## config.mk

```make
export PLATFORM = sky130hd
export DESIGN_NAME = dotted_date_string_parser_top
export DESIGN_NICKNAME = d
export VERILOG_FILES = /design/src/rtl/ddsp_pkg.sv /design/src/rtl/ddsp_apb_regs.sv /design/src/rtl/ddsp_parser.sv /design/src/rtl/dotted_date_string_parser_top.sv
export SDC_FILE = /design/constraint.sdc
export NUM_CORES = 1
export LEC_CHECK = 0
export BUFFER_PORTS_ARGS = -buffer_cell sky130_fd_sc_hd__buf_4
export CAP_MARGIN = 10
export CORE_ASPECT_RATIO = 0.6
export CORE_UTILIZATION = 30
export CTS_BUF_LIST = sky130_fd_sc_hd__clkbuf_16
export CTS_CLUSTER_DIAMETER = 50
export DETAILED_ROUTE_END_ITERATION = 7
export GPL_TIMING_DRIVEN = 0
export HOLD_SLACK_MARGIN = 0.12
export REMOVE_ABC_BUFFERS = 1
export SYNTH_ARGS = -nofsm -noshare
export SYNTH_HDL_FRONTEND = slang
export SYNTH_SLANG_ARGS = --single-unit
```

## constraint.sdc

```tcl
create_clock -name clk -period 3.77 [get_ports clk]
set_input_delay 0.1885 -clock clk [delete_from_list [all_inputs] [get_ports clk]]
set_output_delay 0.1885 -clock clk [all_outputs]
set_load 0.01 [all_outputs]
```

## src/rtl/ddsp_pkg.sv

```systemverilog
// shared types and constants for the dotted date string parser
package ddsp_pkg;

	localparam int unsigned CharWidth    = 8;
	localparam int unsigned ValueWidth   = 16;
	localparam int unsigned MonthWidth   = 4;
	localparam int unsigned DayWidth     = 5;
	localparam int unsigned ApbAddrWidth = 3;
	localparam int unsigned ApbDataWidth = 32;
	localparam int unsigned InDataWidth  = 8;
	localparam int unsigned OutDataWidth = 32;

	localparam logic [CharWidth-1:0] CharNul      = 8'h00;
	localparam logic [CharWidth-1:0] CharDot      = 8'h2e;
	localparam logic [CharWidth-1:0] CharQuestion = 8'h3f;
	localparam logic [CharWidth-1:0] CharZero     = 8'h30;
	localparam logic [CharWidth-1:0] CharNine     = 8'h39;

	localparam logic [ValueWidth-1:0] YearLimitReset = 16'd2047;
	localparam logic [ValueWidth-1:0] MonthLimit     = 16'd12;
	localparam logic [ValueWidth-1:0] DayLimit       = 16'd31;
	localparam logic [ValueWidth-1:0] ValueMax       = 16'hffff;
	localparam logic [ValueWidth-1:0] MonthSatWide   = 16'd15;
	localparam logic [MonthWidth-1:0] MonthSat       = 4'd15;
	localparam logic [MonthWidth-1:0] MonthMax       = 4'd12;

	// register index taken from paddr above the byte offset
	localparam logic RegYearLimit = 1'b0;

	typedef enum logic [1:0] {
		FIELD_YEAR,
		FIELD_MONTH,
		FIELD_DAY,
		FIELD_EXTRA
	} field_t;

	typedef struct packed {
		logic                  text_valid;
		logic [DayWidth-1:0]   day_value;
		logic [MonthWidth-1:0] month_value;
		logic [ValueWidth-1:0] year_value;
	} result_t;

	localparam int unsigned ResultWidth = $bits(result_t);

endpackage

```

## src/rtl/ddsp_apb_regs.sv

```systemverilog
// apb configuration register holding the year limit
module ddsp_apb_regs (
	input  logic                                clk,
	input  logic                                arst_n,
	input  logic                                psel,
	input  logic                                penable,
	input  logic                                pwrite,
	input  logic [ddsp_pkg::ApbAddrWidth-1:0]   paddr,
	input  logic [ddsp_pkg::ApbDataWidth-1:0]   pwdata,
	output logic [ddsp_pkg::ApbDataWidth-1:0]   prdata,
	output logic                                pready,
	output logic [ddsp_pkg::ValueWidth-1:0]     year_limit
);
	import ddsp_pkg::*;

	logic                  reg_index;
	logic                  wr_en;
	logic [ValueWidth-1:0] year_limit_q;

	assign pready    = 1'b1;
	assign reg_index = paddr[ApbAddrWidth-1];
	assign wr_en     = psel && penable && pwrite && pready;

	always_ff @(posedge clk or negedge arst_n) begin
		if (!arst_n) begin
			year_limit_q <= YearLimitReset;
		end else if (wr_en && (reg_index == RegYearLimit)) begin
			year_limit_q <= pwdata[ValueWidth-1:0];
		end
	end

	always_comb begin
		prdata = '0;
		if (reg_index == RegYearLimit) begin
			prdata = {{(ApbDataWidth-ValueWidth){1'b0}}, year_limit_q};
		end
	end

	assign year_limit = year_limit_q;

endmodule

```

## src/rtl/ddsp_parser.sv

```systemverilog
// per-character parse state and end-of-text result logic
module ddsp_parser (
	input  logic                            clk,
	input  logic                            arst_n,
	input  logic                            char_valid,
	input  logic [ddsp_pkg::CharWidth-1:0]  text_char,
	input  logic [ddsp_pkg::ValueWidth-1:0] year_limit,
	output logic                            result_fire,
	output ddsp_pkg::result_t               result
);
	import ddsp_pkg::*;

	field_t                field_q, field_d;
	logic [ValueWidth-1:0] acc_q, acc_d;
	logic                  open_q, open_d;
	logic                  saw_digit_q, saw_digit_d;
	logic                  saw_question_q, saw_question_d;
	logic                  saw_other_q, saw_other_d;
	logic                  sticky_q, sticky_d;
	logic [ValueWidth-1:0] held_year_q, held_year_d;
	logic [MonthWidth-1:0] held_month_q, held_month_d;

	logic [ValueWidth-1:0] field_limit;
	logic                  field_bad;
	logic                  is_digit;
	logic [3:0]            digit;
	logic [ValueWidth+3:0] acc_x10;
	logic [ValueWidth+3:0] acc_sum;
	logic [ValueWidth-1:0] acc_next;
	logic [MonthWidth-1:0] month_sat;
	logic [ValueWidth-1:0] year_ok;
	logic [ValueWidth-1:0] res_year;
	logic [MonthWidth-1:0] res_month;
	logic [ValueWidth-1:0] res_day;

	always_comb begin
		unique case (field_q)
			FIELD_YEAR:  field_limit = year_limit;
			FIELD_MONTH: field_limit = MonthLimit;
			default:     field_limit = DayLimit;
		endcase
		field_bad = saw_other_q || (saw_question_q && saw_digit_q) ||
			(saw_digit_q && (acc_q > field_limit));
		is_digit  = (text_char >= CharZero) && (text_char <= CharNine);
		digit     = 4'(text_char - CharZero);
		acc_x10   = {1'b0, acc_q, 3'b000} + {3'b000, acc_q, 1'b0};
		acc_sum   = acc_x10 + {{ValueWidth{1'b0}}, digit};
		acc_next  = (acc_sum > {4'h0, ValueMax}) ? ValueMax : acc_sum[ValueWidth-1:0];
		month_sat = (acc_q > MonthSatWide) ? MonthSat : acc_q[MonthWidth-1:0];
		year_ok   = (acc_q > year_limit) ? '0 : acc_q;
	end

	// result seen at the terminating nul
	always_comb begin
		res_year  = held_year_q;
		res_month = '0;
		res_day   = '0;
		unique case (field_q)
			FIELD_YEAR: begin
				res_year = year_ok;
			end
			FIELD_MONTH: begin
				res_month = month_sat;
			end
			FIELD_DAY, FIELD_EXTRA: begin
				res_month = held_month_q;
				res_day   = acc_q;
			end
		endcase
		if (res_month > MonthMax) begin
			res_month = '0;
			res_day   = '0;
		end
		if (res_day > DayLimit) begin
			res_day = '0;
		end
		result.year_value  = res_year;
		result.month_value = res_month;
		result.day_value   = res_day[DayWidth-1:0];
		result.text_valid  = !(sticky_q || ((field_q != FIELD_EXTRA) && field_bad));
	end

	always_comb begin
		field_d        = field_q;
		acc_d          = acc_q;
		open_d         = open_q;
		saw_digit_d    = saw_digit_q;
		saw_question_d = saw_question_q;
		saw_other_d    = saw_other_q;
		sticky_d       = sticky_q;
		held_year_d    = held_year_q;
		held_month_d   = held_month_q;
		result_fire    = 1'b0;
		if (char_valid) begin
			if (text_char == CharNul) begin
				result_fire    = 1'b1;
				field_d        = FIELD_YEAR;
				acc_d          = '0;
				open_d         = 1'b1;
				saw_digit_d    = 1'b0;
				saw_question_d = 1'b0;
				saw_other_d    = 1'b0;
				sticky_d       = 1'b0;
				held_year_d    = '0;
				held_month_d   = '0;
			end else if (field_q != FIELD_EXTRA) begin
				if (text_char == CharDot) begin
					sticky_d = sticky_q || field_bad;
					if (field_q == FIELD_DAY) begin
						sticky_d = 1'b1;
						field_d  = FIELD_EXTRA;
					end else begin
						if (field_q == FIELD_YEAR) begin
							held_year_d = year_ok;
							field_d     = FIELD_MONTH;
						end else begin
							held_month_d = month_sat;
							field_d      = FIELD_DAY;
						end
						acc_d          = '0;
						open_d         = 1'b1;
						saw_digit_d    = 1'b0;
						saw_question_d = 1'b0;
						saw_other_d    = 1'b0;
					end
				end else if (is_digit) begin
					saw_digit_d = 1'b1;
					if (open_q) begin
						acc_d = acc_next;
					end
				end else if (text_char == CharQuestion) begin
					saw_question_d = 1'b1;
					open_d         = 1'b0;
				end else begin
					saw_other_d = 1'b1;
					open_d      = 1'b0;
				end
			end
		end
	end

	always_ff @(posedge clk or negedge arst_n) begin
		if (!arst_n) begin
			field_q        <= FIELD_YEAR;
			acc_q          <= '0;
			open_q         <= 1'b1;
			saw_digit_q    <= 1'b0;
			saw_question_q <= 1'b0;
			saw_other_q    <= 1'b0;
			sticky_q       <= 1'b0;
			held_year_q    <= '0;
			held_month_q   <= '0;
		end else begin
			field_q        <= field_d;
			acc_q          <= acc_d;
			open_q         <= open_d;
			saw_digit_q    <= saw_digit_d;
			saw_question_q <= saw_question_d;
			saw_other_q    <= saw_other_d;
			sticky_q       <= sticky_d;
			held_year_q    <= held_year_d;
			held_month_q   <= held_month_d;
		end
	end

endmodule

```

## src/rtl/dotted_date_string_parser_top.sv

```systemverilog
// top level of the dotted date string parser
//
// text characters of the form year.month.day arrive on the s_axis channel,
// one per transaction in s_axis_tdata; a nul character ends the text.
// each nul produces one result transaction on m_axis carrying the decoded
// year, month, day and a validity flag; other characters produce none.
// year_limit is written through the apb port at byte address 0; the user
// must do so only while idle, as the block itself does not enforce it.
// path: a character is registered on acceptance and parsed from there; for
// a nul the result is then loaded into the output register (m_axis_tvalid).
// throughput: one character per cycle unless a nul is held, as the
// multiply-by-ten accumulate in the parser is combinational.
// stall: while a result waits in the output register, characters keep
// flowing; only a following nul holds in the input register and drops
// s_axis_tready until the pending result is taken.
// reset: arst_n clears the parse state, empties both registers and sets
// year_limit back to 2047.
module dotted_date_string_parser_top (
	input  logic                                clk,
	input  logic                                arst_n,
	input  logic                                s_axis_tvalid,
	output logic                                s_axis_tready,
	input  logic [ddsp_pkg::InDataWidth-1:0]    s_axis_tdata,  // [7:0] text_char
	output logic                                m_axis_tvalid,
	input  logic                                m_axis_tready,
	// [15:0] year_value, [19:16] month_value, [24:20] day_value, [25] text_valid
	output logic [ddsp_pkg::OutDataWidth-1:0]   m_axis_tdata,
	input  logic                                psel,
	input  logic                                penable,
	input  logic                                pwrite,
	input  logic [ddsp_pkg::ApbAddrWidth-1:0]   paddr,
	input  logic [ddsp_pkg::ApbDataWidth-1:0]   pwdata,
	output logic [ddsp_pkg::ApbDataWidth-1:0]   prdata,
	output logic                                pready
);
	import ddsp_pkg::*;

	logic [ValueWidth-1:0] year_limit;
	logic                  valid_s1;
	logic [CharWidth-1:0]  char_s1;
	logic                  advance;
	logic                  result_fire;
	result_t               result;
	logic                  out_valid_q;
	result_t               out_data_q;

	ddsp_apb_regs u_regs (
		.clk        (clk),
		.arst_n     (arst_n),
		.psel       (psel),
		.penable    (penable),
		.pwrite     (pwrite),
		.paddr      (paddr),
		.pwdata     (pwdata),
		.prdata     (prdata),
		.pready     (pready),
		.year_limit (year_limit)
	);

	// a nul only moves on when the output register is free or draining
	assign advance = valid_s1 &&
		!((char_s1 == CharNul) && out_valid_q && !m_axis_tready);
	assign s_axis_tready = !valid_s1 || advance;

	always_ff @(posedge clk or negedge arst_n) begin
		if (!arst_n) begin
			valid_s1 <= 1'b0;
		end else if (s_axis_tready) begin
			valid_s1 <= s_axis_tvalid;
		end
	end

	always_ff @(posedge clk) begin
		if (s_axis_tvalid && s_axis_tready) begin
			char_s1 <= s_axis_tdata[CharWidth-1:0];
		end
	end

	ddsp_parser u_parser (
		.clk         (clk),
		.arst_n      (arst_n),
		.char_valid  (advance),
		.text_char   (char_s1),
		.year_limit  (year_limit),
		.result_fire (result_fire),
		.result      (result)
	);

	always_ff @(posedge clk or negedge arst_n) begin
		if (!arst_n) begin
			out_valid_q <= 1'b0;
		end else if (result_fire) begin
			out_valid_q <= 1'b1;
		end else if (m_axis_tready) begin
			out_valid_q <= 1'b0;
		end
	end

	always_ff @(posedge clk) begin
		if (result_fire) begin
			out_data_q <= result;
		end
	end

	assign m_axis_tvalid = out_valid_q;
	assign m_axis_tdata  = {{(OutDataWidth-ResultWidth){1'b0}}, out_data_q};

`ifndef SYNTHESIS
	a_nul_gives_result: assert property (@(posedge clk) disable iff (!arst_n)
		advance && (char_s1 == CharNul) |=> m_axis_tvalid)
		else $error("nul transaction did not produce a result");

	a_char_keeps_result: assert property (@(posedge clk) disable iff (!arst_n)
		valid_s1 && (char_s1 != CharNul) |=> $stable(out_data_q))
		else $error("result register changed on a non-nul character");

	a_stall_only_on_nul: assert property (@(posedge clk) disable iff (!arst_n)
		!s_axis_tready |-> valid_s1 && (char_s1 == CharNul) && out_valid_q &&
			!m_axis_tready)
		else $error("input stalled without a pending result");

	a_month_range: assert property (@(posedge clk) disable iff (!arst_n)
		out_valid_q |-> (out_data_q.month_value <= MonthMax))
		else $error("month value out of range");
`endif

endmodule
```

==> key figures <==
STA
  – Clock Skew: just over 7 ps
  – Final min period: around 3400 ps
  – RSZ-0062 raised after global routing: false
  – Fin. max-slew vios: 0
  – TNS Setup: 0 ps
  – Final worst slack: about 360 ps
  – Worst hold slack: between 150 and 200 ps
  – Final Hold Fails: 0
  – Worst-Margin Slew: between 1000 and 1500 ps
  – Final cycle utilization of the critical path: 0.905
  – Rel. slew slack: 0.250
  – Setup violators final: 0
  – Fmax: 0.293 GHz

Min path
  – Worst hold start: m_axis_tready
  – Worst min path class: input port to flip-flop
  – Worst Hold Depth: 3
  – Hold Path End: valid_s1$_DFFE_PN0N_

Global routing
  – Largest net degree at the start of global routing: just over 60
  – Vias in the first global route: ~4.5k
  – Initial antenna violation count: 0
  – First-pass GRT wire length: about 24000 um
  – All-Layer GR Usage: 0.152
  – Remaining global-route overflow: 0

Cells and area
  – # diodes: 0
  – Reg area: approximately 2600 um2
  – Fillers: about 1.9k
  – Layout cells sized above 1: 0.183
  – Final Net Count: approximately 850
  – Area of the multi-input gates: 3140 um2
  – Area Overhead vs Synth: 21.7%
  – Post-Layout Cell Count: 1002

Critical path
  – Crit path DAT: 3630 ps
  – R2r setup slk: around 360 ps
  – CP Capture Type: flip-flop
  – Critical Path Source Type: flip-flop
  – CP Max Fanout: 16
  – FF-to-FF End: u_parser.acc_q[9]$_DFFE_PN0P_
  – FF-to-FF path depth: 10
  – FF-to-FF Start: u_parser.acc_q[2]$_DFFE_PN0P_
  – WP data required: between 3000 and 4000 ps
  – CP Class: flip-flop to flip-flop

Floorplan
  – I/O pin cnt: 117
  – Initial Util: 0.312
  – Height of the die: 112 um
  – Die W: ~190 um
  – Core area: between 15000 and 20000 um2
  – Row Count: 39
  – Die area: ~21000 um2

Placement
  – Placed cells: about 960
  – Final GP Congestion: 0.837
  – IO buf count: 75
  – Placement Setup Slack: 127 ps
  – Dpl hpwl: ~11000 um

CTS
  – Root buf cell: clkbuf_16
  – CTS HTree Levels: 3
  – Total CTS buffers: 9
  – Post-CTS sizing: 0
  – Max Root-Sink Buffers: 2
  – CTS tree: done
  – Clk_lat worst skew: 340 ps
  – Worst-path clk slew: ~70 ps
  – Clock sinks: 95

Drt
  – Drt pass-1 iters: 6
  – Routed WL: ~15000 um
  – Residual DRC: 0
  – DR iter-0 viols: roughly 320
  – Vias post-DR: about 4.8k
  – WL per Instance: approximately 15 um
  – Vias per cell: between 4 and 5
  – Antenna-violating nets left: 0

Flow run
  – Max Cap Viol: 0

Power and ir drop
  – PnR Total Power: 0.00243 W
  – Leak: 3.29 nW
  – Worst vdd ir: around 0.18 mV
  – PD cells: 330 nW/um2

Logic synthesis
  – Synthesized area: slightly above 6000 um2
  – Synth top area share: 0.203
  – Asr flop ratio synth: 0.642
  – Yosys cell types: just over 60
  – Seq/Total Area, Yosys: 0.423
  – Area leader, netlist: dfrtp_1
  – Most used DFF post-synth: dfrtp_1
  – Gate Count Post-Synth: between 600 and 700
  – Number of synthesized flops with an enable pin: 34
  – Syn avg cell area: approximately 9.5 um2
  – Yosys warnings: 0
  – Top post-synthesis cells by area: dfrtp_1 20%, edfxtp_1 17%, ha_1 13%
  – Register bit total from synthesis: 95

Status
  – Status: completed
worst max path at each step:
| stage | from | to | slack [ps] | depth (start not counted) |
|---|---|---|---|---|
| 2_1_floorplan | u_parser.field_q[1]$_DFFE_PN0P_ | u_parser.sticky_q$_DFFE_PN0P_ | 690 | 10 |
| 3_3_place_gp | u_parser.field_q[1]$_DFFE_PN0P_ | u_parser.sticky_q$_DFFE_PN0P_ | -410 | 10 |
| 3_5_place_dp | u_parser.acc_q[2]$_DFFE_PN0P_ | u_parser.acc_q[10]$_DFFE_PN0P_ | 130 | 9 |
| 4_1_cts | u_parser.acc_q[2]$_DFFE_PN0P_ | u_parser.acc_q[0]$_DFFE_PN0P_ | 110 | 9 |
| 5_1_grt | u_parser.acc_q[2]$_DFFE_PN0P_ | u_parser.acc_q[14]$_DFFE_PN0P_ | 110 | 10 |
| 6_report | u_parser.acc_q[2]$_DFFE_PN0P_ | u_parser.acc_q[9]$_DFFE_PN0P_ | 360 | 10 |
per-layer routing:
layer,share of wire,up-vias,GRT usage
li1,-,2399,-
met1,0.53,2257,0.235
met2,0.41,122,0.217
met3,0.055,12,0.0315
met4,0.0093,0,0.0298
met5,0,-,0
synth_stat cells, types with 3 or more instances:
cell,count
a21o_1,14
a21oi_1,76
a31oi_1,3
and2_1,12
and3_1,3
buf_2,4
buf_4,24
clkbuf_1,15
dfrtp_1,49
dfstp_2,12
edfxtp_1,34
ha_1,63
inv_1,43
mux2_2,16
nand2_1,89
nand2b_1,4
nand3_1,12
nand4_1,11
nor2_1,32
nor2b_1,5
nor3_1,4
nor4_1,6
o211ai_1,3
o21a_1,5
o21ai_0,37
o21ai_1,6
xnor2_1,6
xor2_1,7
placed cells by master (no fill, tap or decap), drive strengths merged, types with 4 or more instances in the layout:
master | netlist | layout
xor2 | 7 | 7
nand2b | 4 | 4
a21oi | 76 | 76
nor4 | 7 | 7
clkbuf | 15 | 9
nand2 | 89 | 89
nand3 | 12 | 12
and2 | 13 | 13
buf | 30 | 80
o21a | 5 | 5
inv | 43 | 46
dfrtp | 49 | 49
o21ai | 43 | 43
ha | 63 | 63
mux2 | 16 | 16
dlygate4sd3 | 0 | 26
edfxtp | 34 | 34
a21o | 14 | 14
nand4 | 11 | 11
nor2 | 32 | 32
nor2b | 5 | 5
xnor2 | 6 | 6
conb | 2 | 23
nor3 | 4 | 4
dfstp | 12 | 12
per-stage QoR:
step | area, um2 | util
after floorplan | 5860 | -
after global placement | 6760 | 0.349
after detailed placement | 6790 | 0.351
after CTS | 7330 | 0.379
after global routing | 7370 | 0.380
final | 7370 | 0.380
where the power goes:
group	internal (W)	switching, W
registers	0.00115	0.0000621
clock network	0.000454	0.000410
logic	0.000173	0.000189
total	0.00177	0.000661
repair_timing:
item,in CTS,in global routing
endpoints found under the setup margin,0,16
hold buffers,26,0
setup buffers,0,1
endpoints found under the hold margin,74,0
registers in the layout (all words and copies together) (netlist names), 2 cells and up:
signal / count
u_regs.year_limit: 16
char_s1: 8
m_axis_tdata: 26
u_parser.held_month_q: 4
u_parser.acc_q: 16
u_parser.held_year_q: 16
u_parser.field_q: 2
layout make-up:
cell class,instances,share of cell area
clock inverter,7,0.00730
sequential,95,0.348
inverter,43,0.0219
clock buffer,9,0.0306
tap,266,0.0452
multi-input combinational,476,0.427
timing repair buffer,106,0.121
worst max-delay path, stage by stage, from the launching register on:
cell	delay (ps)
dfrtp_1	630
fa_1	540
fa_1	470
a21oi_1	260
o211a_1	230
nor4_1	80
a2111oi_2	330
o311ai_1	210
nor3b_4	270
buf_12	170
a21oi_1	70
cells by family after synthesis:
kind of cell             Yosys count  synth area share
AND/OR/NAND/NOR                  194             0.157
XOR/XNOR                          13            0.0188
AO/OA/AOI/OAI                    163             0.158
buffers and inverters             88            0.0715
other                              2           0.00124
multiplexers                      18            0.0331
flip-flops                        95             0.423
adder cells (fa/ha/maj)           65             0.137
Note: power is estimated with default switching activity, not from simulation.
